==> src/assert_macros.svh <==
// Assertion macros for the calibration RTL.
// Each macro expects i_clk and i_rst_n in the scope where it is used.
`ifndef ASSERT_MACROS_SVH
`define ASSERT_MACROS_SVH

// Same-cycle implication, disabled during reset.
`define AVTC_ASSERT_NOW(label, ante, cons) \
    label: assert property (@(posedge i_clk) disable iff (!i_rst_n) (ante) |-> (cons)) \
        else $error("calibration assertion failed");

// Next-cycle implication, disabled during reset.
`define AVTC_ASSERT_NEXT(label, ante, cons) \
    label: assert property (@(posedge i_clk) disable iff (!i_rst_n) (ante) |=> (cons)) \
        else $error("calibration assertion failed");

`endif

==> src/avtc_pkg.sv <==
// Package for the supply and temperature calibration block.
// Holds constants, register indexes, microcode types and the microcode ROM.
`timescale 1ns / 1ps
`default_nettype none

package avtc_pkg;

    localparam int HREF_W        = 12;
    localparam int CAL_W         = 12;
    localparam int SUPPLY_W      = 16;
    localparam int OUT_W         = 16;
    localparam int PC_W          = 4;
    localparam int ADDR_W        = 4;
    localparam int DATA_W        = 32;

    localparam int DEG_HIGH      = 110;
    localparam int DEG_LOW       = 30;
    localparam int OFFSET_HUND   = 3000;
    localparam int SCALE_HUNDRED = 100;
    localparam int SCALE_TEN     = 10;
    localparam int VDD_MAX       = 65535;
    localparam int TEMP_MAX      = 32767;
    localparam int TEMP_MIN      = -32768;

    // Divide by ten as a reciprocal multiply; the input is clamped first so that
    // the product stays exact and anything beyond the clamp still saturates.
    localparam int DIV10_IN_W    = 19;
    localparam int DIV10_P_W     = 38;
    localparam int DIV10_SHIFT   = 22;
    localparam int DIV10_MUL     = ((1 << DIV10_SHIFT) + SCALE_TEN - 1) / SCALE_TEN;
    localparam int DIV10_CLAMP   = (TEMP_MAX + 2) * SCALE_TEN;

    localparam logic [SUPPLY_W-1:0] RST_CAL_SUPPLY = 16'd3000;
    localparam logic [CAL_W-1:0]    RST_REF_CAL    = 12'd1670;
    localparam logic [CAL_W-1:0]    RST_TEMP_LOW   = 12'd670;
    localparam logic [CAL_W-1:0]    RST_TEMP_HIGH  = 12'd860;

    localparam logic [1:0] REG_CAL_SUPPLY = 2'd0;
    localparam logic [1:0] REG_REF_CAL    = 2'd1;
    localparam logic [1:0] REG_TEMP_LOW   = 2'd2;
    localparam logic [1:0] REG_TEMP_HIGH  = 2'd3;

    typedef enum logic [3:0] {
        OP_MUL_CR  = 4'd0,
        OP_DIV     = 4'd1,
        OP_SAT_V   = 4'd2,
        OP_MUL_SV  = 4'd3,
        OP_MUL_100 = 4'd4,
        OP_SUB_LOW = 4'd5,
        OP_MUL_DEG = 4'd6,
        OP_SIGN    = 4'd7,
        OP_OFFS    = 4'd8,
        OP_ABS10   = 4'd9,
        OP_FIN     = 4'd10,
        OP_ERR_V   = 4'd11,
        OP_ERR_T   = 4'd12,
        OP_DIV10   = 4'd13
    } t_op;

    typedef enum logic [1:0] {
        C_NONE     = 2'd0,
        C_REF_ZERO = 2'd1,
        C_TEMP_BAD = 2'd2
    } t_cond;

    typedef struct packed {
        t_op             op;
        t_cond           cond;
        logic [PC_W-1:0] target;
    } t_ucw;

    localparam logic [PC_W-1:0] PC_ERR_V = 4'd14;
    localparam logic [PC_W-1:0] PC_ERR_T = 4'd15;

    function automatic t_ucw ucode(input logic [PC_W-1:0] pc);
        t_ucw w;
        w = '{op: OP_DIV, cond: C_NONE, target: '0};
        case (pc)
            4'd0:  w = '{op: OP_MUL_CR,  cond: C_REF_ZERO, target: PC_ERR_V};
            4'd1:  w = '{op: OP_DIV,     cond: C_NONE,     target: '0};
            4'd2:  w = '{op: OP_SAT_V,   cond: C_TEMP_BAD, target: PC_ERR_T};
            4'd3:  w = '{op: OP_MUL_SV,  cond: C_NONE,     target: '0};
            4'd4:  w = '{op: OP_MUL_100, cond: C_NONE,     target: '0};
            4'd5:  w = '{op: OP_DIV,     cond: C_NONE,     target: '0};
            4'd6:  w = '{op: OP_SUB_LOW, cond: C_NONE,     target: '0};
            4'd7:  w = '{op: OP_MUL_DEG, cond: C_NONE,     target: '0};
            4'd8:  w = '{op: OP_SIGN,    cond: C_NONE,     target: '0};
            4'd9:  w = '{op: OP_DIV,     cond: C_NONE,     target: '0};
            4'd10: w = '{op: OP_OFFS,    cond: C_NONE,     target: '0};
            4'd11: w = '{op: OP_ABS10,   cond: C_NONE,     target: '0};
            4'd12: w = '{op: OP_DIV10,   cond: C_NONE,     target: '0};
            4'd13: w = '{op: OP_FIN,     cond: C_NONE,     target: '0};
            4'd14: w = '{op: OP_ERR_V,   cond: C_NONE,     target: '0};
            4'd15: w = '{op: OP_ERR_T,   cond: C_NONE,     target: '0};
            default: w = '{op: OP_ERR_V, cond: C_NONE,     target: '0};
        endcase
        return w;
    endfunction

endpackage

`default_nettype wire

==> src/adc_vdd_temp_calibration.sv <==
// Top level of the ADC supply and temperature calibration block.
// Depends on avtc_pkg, avtc_divider and assert_macros.svh.
//
// Samples arrive in pairs: the reference-channel beat is registered and gives no
// result; the temperature-channel beat starts a microcoded program that computes
// supply voltage in mV and temperature in tenths of a degree and then delivers
// one result beat. The bit-serial divider serves the three divisions by a
// register value at one quotient bit per cycle; the final divide by ten is a
// reciprocal multiply. Input is stalled while the program runs.
// A finished result waits in the output register while the next reference beat
// is taken. Calibration registers sit on an APB port at byte addresses 0, 4, 8, 12.
`timescale 1ns / 1ps
`default_nettype none
`include "assert_macros.svh"

module adc_vdd_temp_calibration
    import avtc_pkg::*;
#(
    parameter int SAMPLE_BITS = 12
) (
    input  wire logic                   i_clk,
    input  wire logic                   i_rst_n,
    input  wire logic                   i_valid,
    output logic                        o_stall,
    input  wire logic [SAMPLE_BITS-1:0] i_sample,
    output logic                        o_valid,
    input  wire logic                   i_stall,
    output logic [OUT_W-1:0]            o_vdd_mv,
    output logic signed [OUT_W-1:0]     o_temp_tenths,
    output logic                        o_div_error,
    input  wire logic                   psel,
    input  wire logic                   penable,
    input  wire logic                   pwrite,
    input  wire logic [ADDR_W-1:0]      paddr,
    input  wire logic [DATA_W-1:0]      pwdata,
    output logic [DATA_W-1:0]           prdata,
    output logic                        pready
);

    localparam int SV_W   = SAMPLE_BITS + SUPPLY_W;
    localparam int PROD_W = SV_W + 7;
    localparam int ACC_W  = PROD_W + 8;

    localparam logic signed [ACC_W-1:0] K_TMAX  = ACC_W'(TEMP_MAX);
    localparam logic signed [ACC_W-1:0] K_TMIN  = ACC_W'(TEMP_MIN);
    localparam logic signed [ACC_W-1:0] K_OFFS  = ACC_W'(OFFSET_HUND);
    localparam logic signed [ACC_W-1:0] K_CLAMP = ACC_W'(DIV10_CLAMP);
    localparam logic [DIV10_P_W-1:0]    K_RECIP = DIV10_P_W'(DIV10_MUL);
    localparam logic signed [7:0]       K_DEG   = 8'(DEG_HIGH - DEG_LOW);

    // Configuration registers
    logic [SUPPLY_W-1:0] r_cal_supply;
    logic [CAL_W-1:0]    r_ref_cal;
    logic [CAL_W-1:0]    r_temp_low;
    logic [CAL_W-1:0]    r_temp_high;

    logic cfg_wr;
    assign cfg_wr = psel && penable && pwrite && pready;
    assign pready = 1'b1;

    always_ff @(posedge i_clk) begin
        if (!i_rst_n) begin
            r_cal_supply <= RST_CAL_SUPPLY;
            r_ref_cal    <= RST_REF_CAL;
            r_temp_low   <= RST_TEMP_LOW;
            r_temp_high  <= RST_TEMP_HIGH;
        end else if (cfg_wr) begin
            case (paddr[3:2])
                REG_CAL_SUPPLY: r_cal_supply <= pwdata[SUPPLY_W-1:0];
                REG_REF_CAL:    r_ref_cal    <= pwdata[CAL_W-1:0];
                REG_TEMP_LOW:   r_temp_low   <= pwdata[CAL_W-1:0];
                REG_TEMP_HIGH:  r_temp_high  <= pwdata[CAL_W-1:0];
                default: ;
            endcase
        end
    end

    always_comb begin
        case (paddr[3:2])
            REG_CAL_SUPPLY: prdata = DATA_W'(r_cal_supply);
            REG_REF_CAL:    prdata = DATA_W'(r_ref_cal);
            REG_TEMP_LOW:   prdata = DATA_W'(r_temp_low);
            REG_TEMP_HIGH:  prdata = DATA_W'(r_temp_high);
            default:        prdata = '0;
        endcase
    end

    // Sequencer control
    logic            r_run;
    logic            r_phase;
    logic            r_div_act;
    logic [PC_W-1:0] r_pc;
    logic [PC_W-1:0] n_pc;
    logic            n_run;
    logic            r_out_valid;

    // Datapath
    logic [HREF_W-1:0]      r_href;
    logic [SAMPLE_BITS-1:0] r_s;
    logic signed [ACC_W-1:0] r_acc;
    logic [SUPPLY_W-1:0]    r_den;
    logic                   r_neg;
    logic [OUT_W-1:0]       r_vdd;
    logic [OUT_W-1:0]       r_out_vdd;
    logic [OUT_W-1:0]       r_out_temp;
    logic                   r_out_err;

    t_ucw ucw;
    logic in_acc;
    logic is_final;
    logic out_free;
    logic emit;
    logic jump;
    logic div_start;
    logic div_done;
    logic div_fin;
    logic [ACC_W-1:0] div_quo;

    logic [27:0]               mul_cr;
    logic [SV_W-1:0]           mul_sv;
    logic [ACC_W-1:0]          mul_100;
    logic [18:0]               low_100;
    logic signed [ACC_W-1:0]   mul_deg;
    logic signed [CAL_W:0]     span;
    logic [CAL_W:0]            span_abs;
    logic signed [ACC_W-1:0]   acc_abs;
    logic [ACC_W-1:0]          acc_clip;
    logic [DIV10_P_W-1:0]      div10_prod;
    logic signed [ACC_W-1:0]   acc_sgn;
    logic signed [ACC_W-1:0]   acc_offs;
    logic [OUT_W-1:0]          temp_sat;
    logic                      ref_zero;
    logic                      temp_bad;

    assign ucw      = ucode(r_pc);
    assign in_acc   = i_valid && !o_stall;
    assign o_stall  = r_run;
    assign is_final = (ucw.op == OP_FIN) || (ucw.op == OP_ERR_V) || (ucw.op == OP_ERR_T);
    assign out_free = !r_out_valid || !i_stall;
    assign emit     = r_run && is_final && out_free;

    assign ref_zero = (r_href == '0);
    assign temp_bad = (span == '0) || (r_cal_supply == '0);

    always_comb begin
        case (ucw.cond)
            C_REF_ZERO: jump = ref_zero;
            C_TEMP_BAD: jump = temp_bad;
            default:    jump = 1'b0;
        endcase
    end

    assign div_start = r_run && (ucw.op == OP_DIV) && !r_div_act;
    assign div_fin   = r_run && (ucw.op == OP_DIV) && r_div_act && div_done;

    always_comb begin
        n_pc  = r_pc;
        n_run = r_run;
        if (in_acc && r_phase) begin
            n_pc  = '0;
            n_run = 1'b1;
        end else if (r_run) begin
            if (ucw.op == OP_DIV) begin
                if (r_div_act && div_done) begin
                    n_pc = r_pc + PC_W'(1);
                end
            end else if (is_final) begin
                if (out_free) begin
                    n_run = 1'b0;
                end
            end else if (jump) begin
                n_pc = ucw.target;
            end else begin
                n_pc = r_pc + PC_W'(1);
            end
        end
    end

    always_ff @(posedge i_clk) begin
        if (!i_rst_n) begin
            r_run       <= 1'b0;
            r_pc        <= '0;
            r_phase     <= 1'b0;
            r_div_act   <= 1'b0;
            r_out_valid <= 1'b0;
        end else begin
            r_run <= n_run;
            r_pc  <= n_pc;
            if (in_acc) begin
                r_phase <= !r_phase;
            end
            if (div_start) begin
                r_div_act <= 1'b1;
            end else if (div_done) begin
                r_div_act <= 1'b0;
            end
            if (emit) begin
                r_out_valid <= 1'b1;
            end else if (!i_stall) begin
                r_out_valid <= 1'b0;
            end
        end
    end

    // Arithmetic
    assign mul_cr     = {12'd0, r_cal_supply} * {16'd0, r_ref_cal};
    assign mul_sv     = SV_W'(r_s) * SV_W'(r_vdd);
    assign mul_100    = ACC_W'(r_acc[SV_W-1:0]) * ACC_W'(SCALE_HUNDRED);
    assign low_100    = {7'd0, r_temp_low} * 19'(SCALE_HUNDRED);
    assign mul_deg    = r_acc * K_DEG;
    assign span       = $signed({1'b0, r_temp_high}) - $signed({1'b0, r_temp_low});
    assign span_abs   = span[CAL_W] ? -span : span;
    assign acc_abs    = r_acc[ACC_W-1] ? -r_acc : r_acc;
    assign acc_clip   = (acc_abs > K_CLAMP) ? K_CLAMP : acc_abs;
    assign div10_prod = DIV10_P_W'(r_acc[DIV10_IN_W-1:0]) * K_RECIP;
    assign acc_sgn    = r_neg ? -r_acc : r_acc;
    assign acc_offs   = acc_sgn + K_OFFS;

    always_comb begin
        if (acc_sgn > K_TMAX) begin
            temp_sat = OUT_W'(TEMP_MAX);
        end else if (acc_sgn < K_TMIN) begin
            temp_sat = OUT_W'(TEMP_MIN);
        end else begin
            temp_sat = acc_sgn[OUT_W-1:0];
        end
    end

    always_ff @(posedge i_clk) begin
        if (in_acc) begin
            if (!r_phase) begin
                r_href <= HREF_W'(i_sample);
            end else begin
                r_s <= i_sample;
            end
        end
        if (r_run) begin
            case (ucw.op)
                OP_MUL_CR: begin
                    r_acc <= ACC_W'(mul_cr);
                    r_den <= SUPPLY_W'(r_href);
                end
                OP_DIV: begin
                    if (r_div_act && div_done) begin
                        r_acc <= div_quo;
                    end
                end
                OP_SAT_V: begin
                    if (r_acc > ACC_W'(VDD_MAX)) begin
                        r_vdd <= OUT_W'(VDD_MAX);
                    end else begin
                        r_vdd <= r_acc[OUT_W-1:0];
                    end
                end
                OP_MUL_SV: r_acc <= ACC_W'(mul_sv);
                OP_MUL_100: begin
                    r_acc <= mul_100;
                    r_den <= r_cal_supply;
                end
                OP_SUB_LOW: r_acc <= r_acc - $signed(ACC_W'(low_100));
                OP_MUL_DEG: r_acc <= mul_deg;
                OP_SIGN: begin
                    r_neg <= r_acc[ACC_W-1] ^ span[CAL_W];
                    r_acc <= acc_abs;
                    r_den <= SUPPLY_W'(span_abs);
                end
                OP_OFFS: r_acc <= acc_offs;
                OP_ABS10: begin
                    r_neg <= r_acc[ACC_W-1];
                    r_acc <= acc_clip;
                end
                OP_DIV10: r_acc <= ACC_W'(div10_prod[DIV10_P_W-1:DIV10_SHIFT]);
                default: ;
            endcase
        end
        if (emit) begin
            case (ucw.op)
                OP_FIN: begin
                    r_out_vdd  <= r_vdd;
                    r_out_temp <= temp_sat;
                    r_out_err  <= 1'b0;
                end
                OP_ERR_T: begin
                    r_out_vdd  <= r_vdd;
                    r_out_temp <= '0;
                    r_out_err  <= 1'b1;
                end
                default: begin
                    r_out_vdd  <= '0;
                    r_out_temp <= '0;
                    r_out_err  <= 1'b1;
                end
            endcase
        end
    end

    avtc_divider #(
        .DIVIDEND_W (ACC_W)
    ) u_div (
        .i_clk      (i_clk),
        .i_rst_n    (i_rst_n),
        .i_start    (div_start),
        .i_dividend (r_acc),
        .i_divisor  (r_den),
        .o_done     (div_done),
        .o_quotient (div_quo)
    );

    assign o_valid       = r_out_valid;
    assign o_vdd_mv      = r_out_vdd;
    assign o_temp_tenths = r_out_temp;
    assign o_div_error   = r_out_err;

    `AVTC_ASSERT_NOW(a_div_start_op, div_start, r_run && ucw.op == OP_DIV)
    `AVTC_ASSERT_NOW(a_div_done_owned, div_done, r_div_act)
    `AVTC_ASSERT_NEXT(a_temp_starts, in_acc && r_phase, r_run && r_pc == PC_W'(0))
    `AVTC_ASSERT_NEXT(a_div_advance, div_fin, r_pc == $past(r_pc) + PC_W'(1))

endmodule

`default_nettype wire

==> src/avtc_divider.sv <==
// Bit-serial restoring divider, one quotient bit per cycle, 16-bit divisor.
// Uses avtc_pkg for the divisor width; zero divisors are screened early in a run.
`timescale 1ns / 1ps
`default_nettype none

module avtc_divider
    import avtc_pkg::*;
#(
    parameter int DIVIDEND_W = 43
) (
    input  wire logic                  i_clk,
    input  wire logic                  i_rst_n,
    input  wire logic                  i_start,
    input  wire logic [DIVIDEND_W-1:0] i_dividend,
    input  wire logic [SUPPLY_W-1:0]   i_divisor,
    output logic                       o_done,
    output logic [DIVIDEND_W-1:0]      o_quotient
);

    localparam int CNT_W = $clog2(DIVIDEND_W + 1);

    logic                  r_busy;
    logic                  r_done;
    logic [CNT_W-1:0]      r_cnt;
    logic [SUPPLY_W:0]     r_rem;
    logic [DIVIDEND_W-1:0] r_quo;
    logic [SUPPLY_W-1:0]   r_den;

    logic [SUPPLY_W:0]     shifted;
    logic [SUPPLY_W+1:0]   diff;

    assign shifted = {r_rem[SUPPLY_W-1:0], r_quo[DIVIDEND_W-1]};
    assign diff    = {1'b0, shifted} - {2'b00, r_den};

    always_ff @(posedge i_clk) begin
        if (!i_rst_n) begin
            r_busy <= 1'b0;
            r_done <= 1'b0;
            r_cnt  <= '0;
        end else begin
            r_done <= 1'b0;
            if (i_start) begin
                r_busy <= 1'b1;
                r_cnt  <= CNT_W'(DIVIDEND_W);
            end else if (r_busy) begin
                r_cnt <= r_cnt - CNT_W'(1);
                if (r_cnt == CNT_W'(1)) begin
                    r_busy <= 1'b0;
                    r_done <= 1'b1;
                end
            end
        end
    end

    always_ff @(posedge i_clk) begin
        if (i_start) begin
            r_rem <= '0;
            r_quo <= i_dividend;
            r_den <= i_divisor;
        end else if (r_busy) begin
            if (!diff[SUPPLY_W+1]) begin
                r_rem <= diff[SUPPLY_W:0];
                r_quo <= {r_quo[DIVIDEND_W-2:0], 1'b1};
            end else begin
                r_rem <= shifted;
                r_quo <= {r_quo[DIVIDEND_W-2:0], 1'b0};
            end
        end
    end

    assign o_done     = r_done;
    assign o_quotient = r_quo;

endmodule

`default_nettype wire
==> config.mk <==
export PLATFORM = sky130hd
export DESIGN_NAME = adc_vdd_temp_calibration
export DESIGN_NICKNAME = d
export VERILOG_FILES = /design/src/avtc_pkg.sv /design/src/adc_vdd_temp_calibration.sv /design/src/avtc_divider.sv
export VERILOG_INCLUDE_DIRS = /design/src /design/src/src
export SDC_FILE = /design/constraint.sdc
export NUM_CORES = 2
export LEC_CHECK = 0
export BUFFER_PORTS_ARGS = -buffer_cell sky130_fd_sc_hd__buf_2
export CORE_MARGIN = 2
export CORE_UTILIZATION = 52
export CTS_BUF_LIST = sky130_fd_sc_hd__clkbuf_4 sky130_fd_sc_hd__clkbuf_8
export DETAILED_ROUTE_END_ITERATION = 12
export HOLD_SLACK_MARGIN = 0.05
export PLACE_DENSITY = 0.76
export SYNTH_ARGS = -nofsm -noshare
export SYNTH_HDL_FRONTEND = slang
export SYNTH_HIERARCHICAL = 1
export SYNTH_SLANG_ARGS = --single-unit
==> constraint.sdc <==
create_clock -name i_clk -period 12.9 [get_ports i_clk]
set_clock_uncertainty 0.05 [all_clocks]
set_input_delay 0.645 -clock i_clk [delete_from_list [all_inputs] [get_ports i_clk]]
set_output_delay 0.645 -clock i_clk [all_outputs]
set_load 0.005 [all_outputs]
==> metrics.txt <==
# TYPE chip_impl_metric gauge
chip_impl_metric{name="routedWlPerCell",unit="µm"} 23.6
chip_impl_info{name="result_of_the_run",value="finished clean"} 1
chip_impl_info{name="worst_setup_path_start_kind",value="flop"} 1
chip_impl_metric{name="ff2ff_path_depth",unit=""} 23
chip_impl_info{name="timing.critical_path.max_delay_family",value="adder cells"} 1
chip_impl_metric{name="design.final.nets",unit=""} 6041
chip_impl_info{name="critical_path.reg2reg.startpoint",value="r_acc[10]"} 1
chip_impl_metric{name="firstDrtPassIters",unit=""} 6
chip_impl_metric{name="drtAntennaViolNets",unit=""} 0
chip_impl_metric{name="critical-path-max-stage-delay",unit="ns"} 1.05
chip_impl_metric{name="die_area",unit="mm²"} 0.0872
chip_impl_metric{name="compound_cell_area_share_of_the_yosys_netlist",unit=""} 0.140
chip_impl_info{name="unrepaired_setup_endpoints_after_global_routing",value="no"} 1
chip_impl_info{name="reg2reg_to",value="r_acc[11]"} 1
chip_impl_metric{name="insertion_delay",unit="ns"} 0.72
chip_impl_info{name="whs_endpoint",value="r_cal_supply[12]"} 1
chip_impl_metric{name="grtUsageTotal",unit=""} 0.335
chip_impl_metric{name="max-vdd-ir-drop",unit="µV"} 326
chip_impl_info{name="cts_tree",value="yes"} 1
chip_impl_metric{name="worstPathBufferInverterCount",unit=""} 5
chip_impl_metric{name="die_h",unit="µm"} 295
chip_impl_metric{name="postSynthAreaPerCell",unit="µm²"} 8.84
chip_impl_metric{name="die_w",unit="µm"} 295
chip_impl_metric{name="grt_start_max_net_pins",unit=""} 64
chip_impl_metric{name="cts_inserted_buffers",unit=""} 53
chip_impl_metric{name="number_of_synthesized_flops_with_an_enable_pin",unit=""} 192
chip_impl_info{name="synth_commonest_cells",value="sky130_fd_sc_hd__inv_1 (743), sky130_fd_sc_hd__nand2_1 (620), sky130_fd_sc_hd__ha_1 (555)"} 1
chip_impl_info{name="most_frequent_cell_on_critical_path",value="sky130_fd_sc_hd__fa_1"} 1
chip_impl_metric{name="grt_antenna_before_repair",unit=""} 2
chip_impl_metric{name="numClockSinks",unit=""} 283
chip_impl_metric{name="timing.final.crit_share",unit=""} 0.679
chip_impl_info{name="min_from",value="pwdata[12]"} 1
chip_impl_metric{name="yosys_synthesis_warning_count",unit=""} 6
chip_impl_info{name="crit_path_end_kind",value="flop"} 1
chip_impl_metric{name="postLayoutCellArea",unit="mm²"} 0.0469
chip_impl_metric{name="ctsHoldBuffers",unit=""} 0
chip_impl_metric{name="synth_adder_area_share",unit=""} 0.358
chip_impl_metric{name="max-clock-path-buffers",unit=""} 3
chip_impl_metric{name="initialDrtViolationCount",unit=""} 4340
chip_impl_metric{name="postPlaceCellArea",unit="mm²"} 0.0456
chip_impl_info{name="synthFlopType",value="sky130_fd_sc_hd__edfxtp_1"} 1
chip_impl_metric{name="gr-total-overflow",unit=""} 0
chip_impl_metric{name="gpl.final_weighted_congestion",unit=""} 1.03
chip_impl_info{name="critPathKind",value="reg2reg"} 1
chip_impl_metric{name="min_delay_path_depth",unit=""} 3
chip_impl_metric{name="final_max_slew_viol_count",unit=""} 0
chip_impl_metric{name="yosys.area.top_type_share",unit=""} 0.200
chip_impl_metric{name="floorplan.core_area",unit="mm²"} 0.0838
chip_impl_metric{name="vias_per_cell",unit=""} 6.15
chip_impl_info{name="path_cells",value="clkinv_1, ha_1, fa_1, inv_1, fa_1, inv_1, fa_1, inv_1, fa_1, fa_1, inv_1, ha_1, nand2_1, a2111oi_0, a211oi_1, o21ai_0, a21oi_1, o21bai_1, a21oi_1, o21ai_0, nand3b_1, o21ai_0, a221o_1"} 1
chip_impl_info{name="min_path_type",value="in2reg"} 1
chip_impl_metric{name="wirelength",unit="µm"} 145000
chip_impl_metric{name="finalSetupViolations",unit=""} 0
chip_impl_info{name="yosysMostFrequentCell",value="sky130_fd_sc_hd__inv_1"} 1
chip_impl_info{name="critical-path-slowest-cell",value="sky130_fd_sc_hd__edfxtp_1"} 1
chip_impl_metric{name="wp_data_required",unit="ns"} 13.29
chip_impl_metric{name="largest_driver_fanout_on_the_critical_path",unit=""} 15
chip_impl_metric{name="fmax",unit="GHz"} 0.114
chip_impl_metric{name="drt_drc_violations_left",unit=""} 0
chip_impl_metric{name="synthSimpleGateAreaFrac",unit=""} 0.160
chip_impl_metric{name="netlist_area",unit="mm²"} 0.0441
chip_impl_metric{name="port-buffer-count",unit=""} 87
chip_impl_metric{name="distinct_cell_type_count_of_the_synthesized_netlist",unit=""} 111
chip_impl_info{name="post-synth-top-area-cell",value="sky130_fd_sc_hd__fa_1"} 1
chip_impl_metric{name="cts.clk_slew.worst_paths",unit="ns"} 0.06
chip_impl_metric{name="via_count_of_the_first_global_routing_pass",unit=""} 37100
chip_impl_metric{name="start_util",unit=""} 0.527
chip_impl_info{name="netlist_top_cells_area",value="sky130_fd_sc_hd__fa_1 (20%), sky130_fd_sc_hd__ha_1 (16%), sky130_fd_sc_hd__edfxtp_1 (13%)"} 1
chip_impl_metric{name="slew_headroom",unit=""} 0.121
chip_impl_metric{name="rows",unit=""} 106
chip_impl_metric{name="synth.yosys.seq_area_share",unit=""} 0.172
chip_impl_metric{name="area_growth",unit="%"} 6.17
chip_impl_metric{name="via_count",unit=""} 37900
chip_impl_metric{name="clock_tree.htree_level_count",unit=""} 2
chip_impl_info{name="cts.root.buffer_cell",value="sky130_fd_sc_hd__clkbuf_8"} 1
chip_impl_metric{name="critical_path_arrival",unit="ns"} 9.15
chip_impl_metric{name="detailedPlacementHpwl",unit="µm"} 113000
chip_impl_metric{name="synthMuxAreaShare",unit=""} 0.0221
chip_impl_metric{name="yosys.area_share.xor_xnor",unit=""} 0.0636
chip_impl_info{name="largest_family_of_logic_cells_by_synthesized_area",value="adder cells"} 1
chip_impl_metric{name="postSynthRegisterBits",unit=""} 283
chip_impl_metric{name="postCtsResizedCells",unit=""} 0
chip_impl_metric{name="cellPowerDensity",unit="mW/mm²"} 174
chip_impl_metric{name="grt_pass1_wl",unit="µm"} 223000
chip_impl_metric{name="totalNegativeSetupSlack",unit="ns"} 0
chip_impl_metric{name="p_leak",unit="nW"} 22.0
chip_impl_metric{name="worstMarginPinSlew",unit="ns"} 1.32
chip_impl_metric{name="finalWorstPathRequiredPeriod",unit="ns"} 8.75
chip_impl_metric{name="cap_viol_max_count",unit=""} 0
chip_impl_metric{name="timing.final.hold_violations",unit=""} 0
chip_impl_metric{name="post_synth_inst_count",unit=""} 4996
chip_impl_metric{name="setup.reg_to_reg.worst_slack",unit="ns"} 4.15
chip_impl_metric{name="ports_placed_on_the_boundary",unit=""} 123
chip_impl_metric{name="async_reset_ff_frac",unit=""} 0
chip_impl_metric{name="cts_post_setup_buffers_inserted",unit=""} 0
chip_impl_metric{name="final_layout_size_suffix_gt1_frac",unit=""} 0.0720
-- sequential cells by signal, indices dropped and copies added (netlist names), 4 cells and up --
signal,flops
r_s,12
r_cal_supply,16
o_temp_tenths,16
r_acc,43
u_div/o_quotient,43
r_temp_low,12
r_href,12
u_div/r_den,16
r_den,16
r_temp_high,12
r_pc,4
r_ref_cal,12
r_vdd,16
u_div/r_cnt,6
ucw,7
o_vdd_mv,16
u_div/r_rem,16
-- through the flow --
| step | util | std cells | hold slack (ns) | setup slack (ns) | power, mW |
|---|---|---|---|---|---|
| floorplan | - | 5011 | 0.350 | 6.25 | 5.19 |
| global placement | 0.544 | 6068 | 0.351 | 4.47 | 6.81 |
| detailed placement | 0.544 | 6068 | 0.355 | 4.41 | 6.93 |
| CTS | 0.559 | 6165 | 0.0835 | 4.39 | 8.06 |
| global route | 0.559 | 6166 | 0.0996 | 3.83 | 8.92 |
| finish | 0.559 | 6168 | 0.128 | 4.15 | 8.18 |
-- how the worst max path moves through the flow --
stage	start	to	slack [ns]	depth (start not counted)
3_3_place_gp	r_acc[10]	r_acc[11]	4.47	23
2_1_floorplan	r_acc[10]	r_acc[11]	6.25	23
5_1_grt	r_acc[10]	r_acc[10]	3.83	23
4_1_cts	r_acc[10]	r_acc[11]	4.39	23
3_5_place_dp	r_acc[10]	r_acc[11]	4.41	23
6_report	r_acc[10]	r_acc[11]	4.15	23
-- power breakdown --
part | internal, mW | switching (mW)
clock | 0.630 | 0.466
sequential | 1.03 | 0.0789
combinational | 2.25 | 3.72
-- worst register-to-register path: stages (launching register included) --
cell                        delay [ns]
sky130_fd_sc_hd__edfxtp_1         1.05
sky130_fd_sc_hd__clkinv_1         0.77
sky130_fd_sc_hd__ha_1             0.74
sky130_fd_sc_hd__fa_1             0.61
sky130_fd_sc_hd__inv_1            0.05
sky130_fd_sc_hd__fa_1             0.50
sky130_fd_sc_hd__inv_1            0.06
sky130_fd_sc_hd__fa_1             0.50
sky130_fd_sc_hd__inv_1            0.05
sky130_fd_sc_hd__fa_1             0.47
sky130_fd_sc_hd__fa_1             0.54
sky130_fd_sc_hd__inv_1            0.04
sky130_fd_sc_hd__ha_1             0.27
sky130_fd_sc_hd__nand2_1          0.06
sky130_fd_sc_hd__a2111oi_0        0.06
sky130_fd_sc_hd__a211oi_1         0.64
sky130_fd_sc_hd__o21ai_0          0.28
sky130_fd_sc_hd__a21oi_1          0.39
sky130_fd_sc_hd__o21bai_1         0.18
sky130_fd_sc_hd__a21oi_1          0.25
sky130_fd_sc_hd__o21ai_0          0.21
sky130_fd_sc_hd__nand3b_1         0.13
sky130_fd_sc_hd__o21ai_0          0.18
sky130_fd_sc_hd__a221o_1          0.39
-- routing by layer --
| metal | track usage | vias up | wire length, µm |
|---|---|---|---|
| li1 | - | 16900 | - |
| met1 | 0.447 | 18300 | 56900 |
| met2 | 0.502 | 2253 | 61900 |
| met3 | 0.0840 | 499 | 17300 |
| met4 | 0.179 | 2 | 9310 |
| met5 | 0 | - | 86 |
-- layout make-up --
class	instances	area [µm²]
antenna	3	7.51
clock buffer	62	810
clock inverter	35	478
fill	7564	37000
inverter	748	2810
multi-input combinational	3766	32900
sequential	283	7590
tap	1134	1420
timing repair buffer	137	811
-- cells by family after synthesis --
kind of cell	Yosys count
AND/OR/NAND/NOR	1450
adder cells (fa/ha/maj)	997
buffers and inverters	962
AO/OA/AOI/OAI	906
XOR/XNOR	319
flip-flops	283
multiplexers	77
other	2
-- placed cells by master, fill, tap and decap left out, types with 22 or more instances in the layout --
master	count
sky130_fd_sc_hd__a211oi_1	27
sky130_fd_sc_hd__a21boi_0	38
sky130_fd_sc_hd__a21o_1	78
sky130_fd_sc_hd__a21oi_1	210
sky130_fd_sc_hd__a221oi_1	33
sky130_fd_sc_hd__a22oi_1	36
sky130_fd_sc_hd__a31oi_1	24
sky130_fd_sc_hd__and2_1	153
sky130_fd_sc_hd__and3_1	27
sky130_fd_sc_hd__buf_2	87
sky130_fd_sc_hd__buf_4	50
sky130_fd_sc_hd__clkbuf_8	55
sky130_fd_sc_hd__dfxtp_1	91
sky130_fd_sc_hd__edfxtp_1	192
sky130_fd_sc_hd__fa_1	442
sky130_fd_sc_hd__ha_1	555
sky130_fd_sc_hd__inv_1	742
sky130_fd_sc_hd__mux2_2	45
sky130_fd_sc_hd__nand2_1	620
sky130_fd_sc_hd__nand2b_1	42
sky130_fd_sc_hd__nand3_1	102
sky130_fd_sc_hd__nand4_1	41
sky130_fd_sc_hd__nor2_1	200
sky130_fd_sc_hd__nor2b_1	40
sky130_fd_sc_hd__nor3_1	71
sky130_fd_sc_hd__nor4_1	26
sky130_fd_sc_hd__o211ai_1	27
sky130_fd_sc_hd__o21a_1	33
sky130_fd_sc_hd__o21ai_0	158
sky130_fd_sc_hd__o21ai_1	22
sky130_fd_sc_hd__o221ai_1	26
sky130_fd_sc_hd__xnor2_1	207
sky130_fd_sc_hd__xor2_1	110
No activity file was read; power rests on OpenSTA's default activity.
